==> config.mk <==
export PLATFORM = sky130hd
export DESIGN_NAME = waveform_min_max_rms_binner_top
export DESIGN_NICKNAME = d
export VERILOG_FILES = /design/src/sv/wmb_pkg.sv /design/src/sv/wmb_rms_unit.sv /design/src/sv/waveform_min_max_rms_binner_top.sv
export SDC_FILE = /design/constraint.sdc
export NUM_CORES = 2
export LEC_CHECK = 0
export BUFFER_PORTS_ARGS = -buffer_cell sky130_fd_sc_hd__clkbuf_2
export CAP_MARGIN = 10
export CORE_UTILIZATION = 60
export DETAILED_ROUTE_END_ITERATION = 8
export GPL_ROUTABILITY_DRIVEN = 0
export HOLD_SLACK_MARGIN = 0.08
export PLACE_DENSITY = 0.77
export RECOVER_POWER = 25
export SLEW_MARGIN = 20
export SYNTH_ARGS = -nofsm -noshare
export SYNTH_HDL_FRONTEND = slang
export SYNTH_SLANG_ARGS = --single-unit
==> constraint.sdc <==
create_clock -name clk -period 25 [get_ports clk]
set_clock_uncertainty 0.15 [all_clocks]
set_input_delay 7.5 -clock clk [delete_from_list [all_inputs] [get_ports clk]]
set_output_delay 7.5 -clock clk [all_outputs]
set_load 0.02 [all_outputs]
==> src/sv/wmb_pkg.sv <==
// shared types and constants for the waveform min/max/rms binner
package wmb_pkg;

  localparam int SAMPLE_W = 16;
  localparam int TOTAL_W  = 24;
  localparam int COLS_W   = 13;
  localparam int COL_W    = 12;
  localparam int POS_W    = TOTAL_W + COLS_W;
  localparam int SUM_W    = 55;
  localparam int SQ_W     = 2 * SAMPLE_W - 1;
  localparam int PROD_W   = SUM_W + COLS_W;
  localparam int QUO_W    = 2 * (SAMPLE_W - 1);
  localparam int ROOT_W   = QUO_W + 1;
  localparam int RMS_W    = 16;
  localparam int CNT_W    = 7;
  localparam int IDX_W    = 2;

  localparam logic [TOTAL_W-1:0] TOTAL_RST = 24'd1048576;
  localparam logic [COLS_W-1:0]  COLS_RST  = 13'd1024;
  localparam logic [COLS_W-1:0]  COLS_MAX  = 13'd4096;
  localparam logic [RMS_W-1:0]   RMS_SAT   = 16'h8000;

  localparam logic [IDX_W-1:0] REG_TOTAL   = 2'd0;
  localparam logic [IDX_W-1:0] REG_COLUMNS = 2'd1;

  localparam logic [CNT_W-1:0] MUL_LAST  = 7'd12;
  localparam logic [CNT_W-1:0] DIV_LAST  = 7'd67;
  localparam logic [CNT_W-1:0] SQRT_LAST = 7'd14;

  typedef enum logic [1:0] {
    ST_IDLE,
    ST_STEP,
    ST_RMS,
    ST_OUT
  } st_t;

  typedef enum logic [2:0] {
    RU_IDLE,
    RU_MUL,
    RU_DIV,
    RU_SQRT,
    RU_DONE
  } ru_ph_t;

  typedef struct packed {
    logic               start;
    logic [SUM_W-1:0]   sum;
    logic [TOTAL_W-1:0] total;
    logic [COLS_W-1:0]  columns;
  } rms_req_t;

  typedef struct packed {
    logic             done;
    logic [RMS_W-1:0] rms;
  } rms_rsp_t;

endpackage

==> src/sv/wmb_rms_unit.sv <==
// iterative rms unit: shift-add multiply, restoring divide and square root on one adder
module wmb_rms_unit
  import wmb_pkg::*;
(
  input  logic     clk,
  input  logic     rst_n,
  input  rms_req_t req,
  output rms_rsp_t rsp
);

  ru_ph_t              ph_r, ph_nxt;
  logic [CNT_W-1:0]    cnt_r, cnt_nxt;
  logic [PROD_W-1:0]   acc_r, acc_nxt;
  logic [SUM_W-1:0]    mcand_r, mcand_nxt;
  logic [COLS_W-1:0]   mplier_r, mplier_nxt;
  logic [TOTAL_W-1:0]  div_r, div_nxt;
  logic [TOTAL_W-1:0]  rem_r, rem_nxt;
  logic [QUO_W-1:0]    quo_r, quo_nxt;
  logic                ovf_r, ovf_nxt;
  logic [QUO_W-1:0]    v_r, v_nxt;
  logic [ROOT_W-1:0]   root_r, root_nxt;
  logic [RMS_W-1:0]    rms_r, rms_nxt;

  // shared adder
  logic [PROD_W-1:0]   add_a, add_b;
  logic                add_sub;
  logic [PROD_W:0]     add_res;
  logic                add_neg;

  logic [TOTAL_W:0]    rem_sh;
  logic [ROOT_W-1:0]   bit_v;
  logic [ROOT_W-1:0]   rb;

  assign rem_sh  = {rem_r, acc_r[PROD_W-1]};
  assign bit_v   = ROOT_W'(1) << {cnt_r[3:0], 1'b0};
  assign rb      = root_r + bit_v;
  assign add_res = {1'b0, add_a} + ({1'b0, add_b} ^ {(PROD_W+1){add_sub}})
                   + (PROD_W+1)'(add_sub);
  assign add_neg = add_res[PROD_W];

  always_comb begin
    add_a   = '0;
    add_b   = '0;
    add_sub = 1'b0;
    unique case (ph_r)
      RU_MUL: begin
        add_a = {acc_r[PROD_W-2:0], 1'b0};
        add_b = mplier_r[cnt_r[3:0]] ? PROD_W'(mcand_r) : '0;
      end
      RU_DIV: begin
        add_a   = PROD_W'(rem_sh);
        add_b   = PROD_W'(div_r);
        add_sub = 1'b1;
      end
      RU_SQRT: begin
        add_a   = PROD_W'(v_r);
        add_b   = PROD_W'(rb);
        add_sub = 1'b1;
      end
      default: begin
        add_sub = 1'b0;
      end
    endcase
  end

  always_comb begin
    ph_nxt     = ph_r;
    cnt_nxt    = cnt_r;
    acc_nxt    = acc_r;
    mcand_nxt  = mcand_r;
    mplier_nxt = mplier_r;
    div_nxt    = div_r;
    rem_nxt    = rem_r;
    quo_nxt    = quo_r;
    ovf_nxt    = ovf_r;
    v_nxt      = v_r;
    root_nxt   = root_r;
    rms_nxt    = rms_r;
    unique case (ph_r)
      RU_IDLE: begin
        if (req.start) begin
          acc_nxt    = '0;
          mcand_nxt  = req.sum;
          mplier_nxt = req.columns;
          div_nxt    = req.total;
          cnt_nxt    = MUL_LAST;
          ph_nxt     = RU_MUL;
        end
      end
      RU_MUL: begin
        acc_nxt = add_res[PROD_W-1:0];
        cnt_nxt = cnt_r - CNT_W'(1);
        if (cnt_r == '0) begin
          cnt_nxt = DIV_LAST;
          rem_nxt = '0;
          quo_nxt = '0;
          ovf_nxt = 1'b0;
          ph_nxt  = RU_DIV;
        end
      end
      RU_DIV: begin
        acc_nxt = {acc_r[PROD_W-2:0], 1'b0};
        rem_nxt = add_neg ? rem_sh[TOTAL_W-1:0] : add_res[TOTAL_W-1:0];
        quo_nxt = {quo_r[QUO_W-2:0], ~add_neg};
        ovf_nxt = ovf_r | quo_r[QUO_W-1];
        cnt_nxt = cnt_r - CNT_W'(1);
        if (cnt_r == '0) begin
          if (ovf_nxt) begin
            rms_nxt = RMS_SAT;
            ph_nxt  = RU_DONE;
          end else begin
            v_nxt    = quo_nxt;
            root_nxt = '0;
            cnt_nxt  = SQRT_LAST;
            ph_nxt   = RU_SQRT;
          end
        end
      end
      RU_SQRT: begin
        if (add_neg) begin
          root_nxt = root_r >> 1;
        end else begin
          v_nxt    = add_res[QUO_W-1:0];
          root_nxt = (root_r >> 1) + bit_v;
        end
        cnt_nxt = cnt_r - CNT_W'(1);
        if (cnt_r == '0) begin
          rms_nxt = root_nxt[RMS_W-1:0];
          ph_nxt  = RU_DONE;
        end
      end
      RU_DONE: begin
        ph_nxt = RU_IDLE;
      end
      default: begin
        ph_nxt = RU_IDLE;
      end
    endcase
  end

  always_ff @(posedge clk) begin
    if (!rst_n) begin
      ph_r <= RU_IDLE;
      cnt_r <= '0;
    end else begin
      ph_r <= ph_nxt;
      cnt_r <= cnt_nxt;
    end
  end

  always_ff @(posedge clk) begin
    acc_r    <= acc_nxt;
    mcand_r  <= mcand_nxt;
    mplier_r <= mplier_nxt;
    div_r    <= div_nxt;
    rem_r    <= rem_nxt;
    quo_r    <= quo_nxt;
    ovf_r    <= ovf_nxt;
    v_r      <= v_nxt;
    root_r   <= root_nxt;
    rms_r    <= rms_nxt;
  end

  assign rsp.done = (ph_r == RU_DONE);
  assign rsp.rms  = rms_r;

  a_start_idle: assert property (@(posedge clk) disable iff (!rst_n)
    req.start |-> ph_r == RU_IDLE)
    else $error("rms unit started while busy");

  a_mul_to_div: assert property (@(posedge clk) disable iff (!rst_n)
    (ph_r == RU_MUL && cnt_r == '0) |=> (ph_r == RU_DIV && cnt_r == DIV_LAST))
    else $error("multiply did not hand over to divide");

  a_sqrt_cnt: assert property (@(posedge clk) disable iff (!rst_n)
    ph_r == RU_SQRT |-> cnt_r <= SQRT_LAST)
    else $error("square root step count out of range");

  a_done_pulse: assert property (@(posedge clk) disable iff (!rst_n)
    ph_r == RU_DONE |=> ph_r == RU_IDLE)
    else $error("done held longer than one cycle");

endmodule

==> src/sv/waveform_min_max_rms_binner_top.sv <==
// top level of the waveform min/max/rms binner: bin tracking, sequencer and output register
//
// in_* carries one Q1.15 sample per transaction; in_first_of_clip restarts
// binning at column 0. cfg_* writes total_samples (index 0) and
// column_count (index 1); cfg_ready is always high, write only while idle.
// out_* carries one transaction per closed column: min, max, rms and a
// last-column flag.
// a sample that closes no column holds off the next one: in_ready drops
// for the one bin-update cycle after acceptance.
// a sample that closes a column runs the shared rms unit: 13 multiply
// steps, 68 divide steps and up to 15 square-root steps on one adder,
// after which the result goes to the output register.
// the output register holds a result while out_ready is low; samples that
// close no column are still taken meanwhile, and a closing sample waits
// with its result until the register frees.
// reset (synchronous, rst_n low) loads the default configuration and
// starts a new clip at column 0; no clearing pass is needed.
module waveform_min_max_rms_binner_top
  import wmb_pkg::*;
(
  input  logic                       clk,
  input  logic                       rst_n,
  input  logic                       in_valid,
  output logic                       in_ready,
  input  logic signed [SAMPLE_W-1:0] in_sample,
  input  logic                       in_first_of_clip,
  output logic                       out_valid,
  input  logic                       out_ready,
  output logic [COL_W-1:0]           out_column,
  output logic signed [SAMPLE_W-1:0] out_min_value,
  output logic signed [SAMPLE_W-1:0] out_max_value,
  output logic [RMS_W-1:0]           out_rms_value,
  output logic                       out_last_column,
  input  logic                       cfg_valid,
  output logic                       cfg_ready,
  input  logic [IDX_W-1:0]           cfg_index,
  input  logic [TOTAL_W-1:0]         cfg_wdata
);

  st_t                        state_r, state_nxt;
  logic [TOTAL_W-1:0]         cfg_total_r, cfg_total_nxt;
  logic [COLS_W-1:0]          cfg_cols_r, cfg_cols_nxt;
  logic [POS_W-1:0]           end_r, end_nxt;

  logic [COL_W-1:0]           col_r, col_nxt;
  logic [POS_W-1:0]           pos_r, pos_nxt;
  logic [POS_W-1:0]           bnd_r, bnd_nxt;
  logic                       open_r, open_nxt;
  logic signed [SAMPLE_W-1:0] min_r, min_nxt;
  logic signed [SAMPLE_W-1:0] max_r, max_nxt;
  logic [SUM_W-1:0]           sum_r, sum_nxt;

  logic signed [SAMPLE_W-1:0] smp_r, smp_nxt;
  logic [SQ_W-1:0]            sq_r, sq_nxt;

  logic [COL_W-1:0]           hcol_r, hcol_nxt;
  logic signed [SAMPLE_W-1:0] hmin_r, hmin_nxt;
  logic signed [SAMPLE_W-1:0] hmax_r, hmax_nxt;
  logic                       hlast_r, hlast_nxt;
  logic [RMS_W-1:0]           hrms_r, hrms_nxt;

  logic                       ov_r, ov_nxt;
  logic [COL_W-1:0]           ocol_r, ocol_nxt;
  logic signed [SAMPLE_W-1:0] omin_r, omin_nxt;
  logic signed [SAMPLE_W-1:0] omax_r, omax_nxt;
  logic [RMS_W-1:0]           orms_r, orms_nxt;
  logic                       olast_r, olast_nxt;

  logic [TOTAL_W-1:0]         t_eff;
  logic [COLS_W-1:0]          c_sat;
  logic [COLS_W-1:0]          c_eff;
  logic signed [2*SAMPLE_W-1:0] sq_full;

  logic                       step_past;
  logic                       step_close;
  logic                       step_last;
  logic [POS_W-1:0]           pos_step;
  logic signed [SAMPLE_W-1:0] upd_min, upd_max;
  logic [SUM_W:0]             sum_add;
  logic [SUM_W-1:0]           upd_sum;
  logic                       accept;

  rms_req_t req;
  rms_rsp_t rsp;

  wmb_rms_unit u_rms (
    .clk   (clk),
    .rst_n (rst_n),
    .req   (req),
    .rsp   (rsp)
  );

  // effective configuration
  assign t_eff   = (cfg_total_r == '0) ? TOTAL_W'(1) : cfg_total_r;
  assign c_sat   = (cfg_cols_r == '0) ? COLS_W'(1) :
                   (cfg_cols_r > COLS_MAX) ? COLS_MAX : cfg_cols_r;
  assign c_eff   = (TOTAL_W'(c_sat) > t_eff) ? t_eff[COLS_W-1:0] : c_sat;
  assign end_nxt = {{COLS_W{1'b0}}, t_eff} * {{TOTAL_W{1'b0}}, c_eff};

  assign sq_full = in_sample * in_sample;
  assign accept  = in_valid && in_ready;

  // bin update for the held sample
  assign step_past  = (pos_r >= end_r) || ({1'b0, col_r} >= c_eff);
  assign upd_min    = (!open_r || smp_r < min_r) ? smp_r : min_r;
  assign upd_max    = (!open_r || smp_r > max_r) ? smp_r : max_r;
  assign sum_add    = {1'b0, sum_r} + (SUM_W+1)'(sq_r);
  assign upd_sum    = !open_r ? SUM_W'(sq_r) :
                      sum_add[SUM_W] ? {SUM_W{1'b1}} : sum_add[SUM_W-1:0];
  assign pos_step   = pos_r + POS_W'(c_eff);
  assign step_close = !(pos_step < bnd_r);
  assign step_last  = ({1'b0, col_r} == (c_eff - COLS_W'(1)));

  always_comb begin
    state_nxt     = state_r;
    cfg_total_nxt = cfg_total_r;
    cfg_cols_nxt  = cfg_cols_r;
    col_nxt       = col_r;
    pos_nxt       = pos_r;
    bnd_nxt       = bnd_r;
    open_nxt      = open_r;
    min_nxt       = min_r;
    max_nxt       = max_r;
    sum_nxt       = sum_r;
    smp_nxt       = smp_r;
    sq_nxt        = sq_r;
    hcol_nxt      = hcol_r;
    hmin_nxt      = hmin_r;
    hmax_nxt      = hmax_r;
    hlast_nxt     = hlast_r;
    hrms_nxt      = hrms_r;
    ov_nxt        = ov_r && !out_ready;
    ocol_nxt      = ocol_r;
    omin_nxt      = omin_r;
    omax_nxt      = omax_r;
    orms_nxt      = orms_r;
    olast_nxt     = olast_r;
    req.start     = 1'b0;
    req.sum       = upd_sum;
    req.total     = t_eff;
    req.columns   = c_eff;

    if (cfg_valid) begin
      unique case (cfg_index)
        REG_TOTAL:   cfg_total_nxt = cfg_wdata;
        REG_COLUMNS: cfg_cols_nxt  = cfg_wdata[COLS_W-1:0];
        default:     cfg_total_nxt = cfg_total_r;
      endcase
    end

    unique case (state_r)
      ST_IDLE: begin
        if (accept) begin
          smp_nxt = in_sample;
          sq_nxt  = sq_full[SQ_W-1:0];
          if (in_first_of_clip) begin
            col_nxt  = '0;
            pos_nxt  = '0;
            bnd_nxt  = POS_W'(t_eff);
            open_nxt = 1'b0;
          end
          state_nxt = ST_STEP;
        end
      end
      ST_STEP: begin
        state_nxt = ST_IDLE;
        if (!step_past) begin
          min_nxt  = upd_min;
          max_nxt  = upd_max;
          sum_nxt  = upd_sum;
          open_nxt = 1'b1;
          if (!step_close) begin
            pos_nxt = pos_step;
          end else begin
            hcol_nxt  = col_r;
            hmin_nxt  = upd_min;
            hmax_nxt  = upd_max;
            hlast_nxt = step_last;
            req.start = 1'b1;
            state_nxt = ST_RMS;
            if (step_last) begin
              open_nxt = 1'b0;
              pos_nxt  = end_r;
            end else begin
              col_nxt = col_r + COL_W'(1);
              if (pos_step > bnd_r) begin
                min_nxt = smp_r;
                max_nxt = smp_r;
                sum_nxt = SUM_W'(sq_r);
              end else begin
                open_nxt = 1'b0;
              end
              bnd_nxt = bnd_r + POS_W'(t_eff);
              pos_nxt = pos_step;
            end
          end
        end
      end
      ST_RMS: begin
        if (rsp.done) begin
          hrms_nxt  = rsp.rms;
          state_nxt = ST_OUT;
        end
      end
      ST_OUT: begin
        if (!ov_r || out_ready) begin
          ov_nxt    = 1'b1;
          ocol_nxt  = hcol_r;
          omin_nxt  = hmin_r;
          omax_nxt  = hmax_r;
          orms_nxt  = hrms_r;
          olast_nxt = hlast_r;
          state_nxt = ST_IDLE;
        end
      end
      default: begin
        state_nxt = ST_IDLE;
      end
    endcase
  end

  always_ff @(posedge clk) begin
    if (!rst_n) begin
      state_r     <= ST_IDLE;
      cfg_total_r <= TOTAL_RST;
      cfg_cols_r  <= COLS_RST;
      col_r       <= '0;
      pos_r       <= '0;
      bnd_r       <= POS_W'(TOTAL_RST);
      open_r      <= 1'b0;
      ov_r        <= 1'b0;
    end else begin
      state_r     <= state_nxt;
      cfg_total_r <= cfg_total_nxt;
      cfg_cols_r  <= cfg_cols_nxt;
      col_r       <= col_nxt;
      pos_r       <= pos_nxt;
      bnd_r       <= bnd_nxt;
      open_r      <= open_nxt;
      ov_r        <= ov_nxt;
    end
  end

  always_ff @(posedge clk) begin
    end_r   <= end_nxt;
    min_r   <= min_nxt;
    max_r   <= max_nxt;
    sum_r   <= sum_nxt;
    smp_r   <= smp_nxt;
    sq_r    <= sq_nxt;
    hcol_r  <= hcol_nxt;
    hmin_r  <= hmin_nxt;
    hmax_r  <= hmax_nxt;
    hlast_r <= hlast_nxt;
    hrms_r  <= hrms_nxt;
    ocol_r  <= ocol_nxt;
    omin_r  <= omin_nxt;
    omax_r  <= omax_nxt;
    orms_r  <= orms_nxt;
    olast_r <= olast_nxt;
  end

  assign in_ready        = (state_r == ST_IDLE);
  assign cfg_ready       = 1'b1;
  assign out_valid       = ov_r;
  assign out_column      = ocol_r;
  assign out_min_value   = omin_r;
  assign out_max_value   = omax_r;
  assign out_rms_value   = orms_r;
  assign out_last_column = olast_r;

  a_done_in_rms: assert property (@(posedge clk) disable iff (!rst_n)
    rsp.done |-> state_r == ST_RMS)
    else $error("rms result arrived outside the rms wait");

  a_out_load: assert property (@(posedge clk) disable iff (!rst_n)
    $rose(ov_r) |-> $past(state_r == ST_OUT))
    else $error("output register loaded without a closed column");

  a_last_closes: assert property (@(posedge clk) disable iff (!rst_n)
    (state_r == ST_STEP && !step_past && step_close && step_last) |=> !open_r)
    else $error("bin left open after the final column");

endmodule

==> results.py <==
metrics = {
    "run_status": {
        "status": "complete, but fails checks",
        "violations": "capacitance limit, slew limit",
    },
    "floorplan": {
        "die_w_um": 317.3,
        "num_rows": 115,
        "die_y_um": 317.3,
        "io_pins": 112,
        "fp.coreArea_um2": 98420,
        "initial_core_util_pct": 60.59,
        "dieArea_um2": 100700,
    },
    "clock_network": {
        "cts_setup_buffers": 0,
        "root_buffer": "clkbuf_16",
        "ctsHoldBuffers": 0,
        "cts.htree.levels": 3,
        "cts.sink_count": 720,
        "clk_latency_ns": 0.69,
        "cts_tree": "built",
        "clock_path_buffers": 3,
        "clkTransAtPathRegs_ns": 0.06,
        "cts_made_buffers": 79,
        "cts_resized": 0,
    },
    "worst_setup_path": {
        "crit_top_cell": "fa_1",
        "cpPeakStageDelay_ns": 0.59,
        "critPathArrivalTime_ns": 14.29,
        "cp.buffers_inverters": 6,
        "cp_slowest_cell": "o41ai_1",
        "startpoint_type": "input pin",
        "criticalPathCategory": "in2reg",
        "path_cells": "clkbuf_2 -> inv_1 -> nor2_1 -> fa_1 -> inv_1 -> fa_1 -> inv_1 -> fa_1 -> fa_1 -> inv_1 -> fa_1 -> inv_1 -> fa_1 -> ha_1 -> or3_1 -> a211oi_1 -> o21ai_0 -> o41ai_1 -> o21ai_0 -> o41ai_1 -> o2111ai_1 -> a21oi_1 -> xnor2_1",
        "r2r_setup_slack_ns": 12.04,
        "crit_fanout": 16,
        "endpoint_kind": "register",
        "crit_family": "adder cells",
        "critPathRequiredTime_ns": 25.24,
    },
    "cells_and_area": {
        "layout-drive-gt1-share_pct": 6.535,
        "nets": 7125,
        "num_antenna_cells": 0,
        "layoutNonFillerInstCount": 7484,
        "fillCellCount": 7680,
        "fin_util_pct": 65.10,
        "areaGrowthSynthToFinish_pct": 7.444,
    },
    "sta": {
        "period_share_pct": 56.17,
        "period_minus_slack_ns": 14.04,
        "max-slew-margin-rel_pct": -125.2,
        "finalSetupViolCount": 0,
        "rsz0062_at_grt": "false",
        "worst_pin_slew_ns": 3.378,
        "hold_violations": 0,
        "slew_viol_final": 362,
        "timing.hold.ws_ns": 0.2667,
        "tns_ns": 0,
        "max_freq_mhz": 71.22,
    },
    "routing": {
        "drt-total-wl_um": 153900,
        "wl_per_cell_um": 20.57,
        "dr.pass1.iters": 6,
        "drc": 0,
        "viasPerCell": 6.068,
        "ant_nets": 0,
        "num_vias": 45420,
        "drt_iter0_drc": 4201,
    },
    "pwr": {
        "p_total_mw": 5.275,
        "power_density_nw_per_um2": 82.32,
        "ir_drop_uv": 166.6,
        "cellLeakagePower_nw": 27.54,
    },
    "synthesis": {
        "ys_types": 88,
        "seq_area_frac_synth_pct": 33.33,
        "synth_top_flop_cell": "edfxtp_1",
        "syn-num-nets": 7134,
        "async_flop_share_pct": 0,
        "synth_area_um2": 59640,
        "syn_avg_cell_area_um2": 9.711,
        "yosys_warnings": 0,
        "ys_seq_elements": 720,
        "synth_edf_count": 546,
        "synthCells": 6141,
    },
    "global_route": {
        "grt_pass1_wl_um": 246700,
        "gr-total-overflow": 0,
        "grt_pass1_vias": 45470,
        "grt_max_degree": 76,
        "grt_usage_pct": 31.23,
        "antenna_found_initial": 3,
    },
    "placement": {
        "place_inst": 7338,
        "place_hpwl_um": 112700,
        "io_buffers": 110,
    },
    "run": {
        "drv_cap": 11,
    },
    "min_path": {
        "hold_class": "reg2reg",
    },
}
path summary, 6_finish.rpt:
check,startpoint,endpoint,cells after the start
worst max-delay path,in_sample[4],sq_r[29]$_DFFE_PP_,23
worst min-delay path,hmin_r[1]$_DFFE_PP_,out_min_value[1]$_DFFE_PP_,0
worst max register to register,cfg_total_r[12]$_SDFFE_PN0P_,bnd_r[29]$_SDFFE_PN0P_,40
worst min register to register,hmin_r[1]$_DFFE_PP_,out_min_value[1]$_DFFE_PP_,0
state kept, by name, summed over array words and instances (netlist names), 31 cells and up:
signal         flops
pos_r             37
sum_r             55
u_rms.root_r      31
u_rms.acc_r       68
u_rms.mcand_r     55
end_r             37
bnd_r             37
per-layer routing:
metal  global-route usage, %  up-vias  wire length, um
li1                        -    20880                -
met1                   41.65    22120            62390
met2                   49.61     2018            70130
met3                   6.978      383            14850
met4                   12.36        6             6514
met5                       0        -               46
layout make-up:
| type | count | area, um^2 | share of cell area, % |
|---|---|---|---|
| clock buffer | 106 | 2215 | 3.456 |
| clock inverter | 40 | 620.6 | 0.9685 |
| inverter | 757 | 2841 | 4.435 |
| multi-input combinational | 4397 | 35970 | 56.14 |
| sequential | 720 | 19880 | 31.03 |
| tap | 1287 | 1610 | 2.513 |
| timing repair buffer | 177 | 937.1 | 1.463 |
cells in the final DEF, fill, tap and decap left out, types with 56 or more instances in the layout:
master     Yosys  final
nand2_1      746    745
ha_1         467    467
inv_1        745    744
xnor2_1      177    177
a31oi_1       77     77
o21ai_0      209    210
edfxtp_1     546    546
a21oi_1      345    342
dfxtp_1      174    172
nor2_1       395    392
clkbuf_2       0    110
a211oi_1      65     65
nand3_1       74     74
fa_1         478    478
and2_1       204    183
a21o_1       112    112
clkbuf_16      0     81
nor2b_1       78     75
mux2_2        88     56
mux2i_1       56     56
xor2_1       108    108
mux2_1        43     75
stage by stage:
| stage | instance area [um^2] | setup WS [ns] |
|---|---|---|
| 2_1_floorplan | 59640 | 5.968 |
| 3_3_place_gp | 61410 | 10.42 |
| 3_5_place_dp | 61410 | 10.29 |
| 4_1_cts | 64250 | 10.95 |
| 5_1_grt | 64080 | 10.44 |
| 6_report | 64080 | 10.96 |
power breakdown:
part	switching, mW	internal (mW)
clock	0.524	0.739
sequential	0.0533	1.47
combinational	1.40	1.09
total	1.98	3.30
cell families after synthesis:
logic type      count (synthesis)  synth area share [%]
simple gates                 1815                 14.16
compound gates               1160                 12.38
buf+inv                      1024                 6.531
fa+ha+maj                     945                 25.84
flops                         720                 33.33
xor+xnor                      285                 4.186
mux                           191                 3.552
other cells                     1              0.006288
synth_stat cells, types with 11 or more instances:
cell type,count,area share [%]
nand2_1,746,4.7
inv_1,745,4.7
edfxtp_1,546,27
fa_1,478,16
ha_1,467,9.8
nor2_1,395,2.5
a21oi_1,345,2.9
clkbuf_1,219,1.4
o21ai_0,209,1.8
and2_1,204,2.1
xnor2_1,177,2.6
dfxtp_1,174,5.8
a21o_1,112,1.4
xor2_1,108,1.6
mux2_2,88,1.7
nor2b_1,78,0.82
a31oi_1,77,0.81
nand3_1,74,0.62
a211oi_1,65,0.82
mux2i_1,56,0.94
nand2b_1,53,0.56
nand4_1,53,0.56
nor3_1,51,0.43
o21a_1,48,0.60
mux2_1,43,0.81
or3_1,41,0.43
and3_1,40,0.42
a22o_1,38,0.56
o21ai_1,34,0.29
o21bai_1,34,0.43
a22oi_1,28,0.35
buf_2,23,0.19
o31ai_1,22,0.28
buf_1,20,0.13
a31o_2,18,0.26
nor4_1,14,0.15
o211ai_1,13,0.16
or2_2,13,0.14
a311oi_1,12,0.18
and4_1,12,0.18
or4_1,11,0.14
Power figures use the tool's default switching activity.
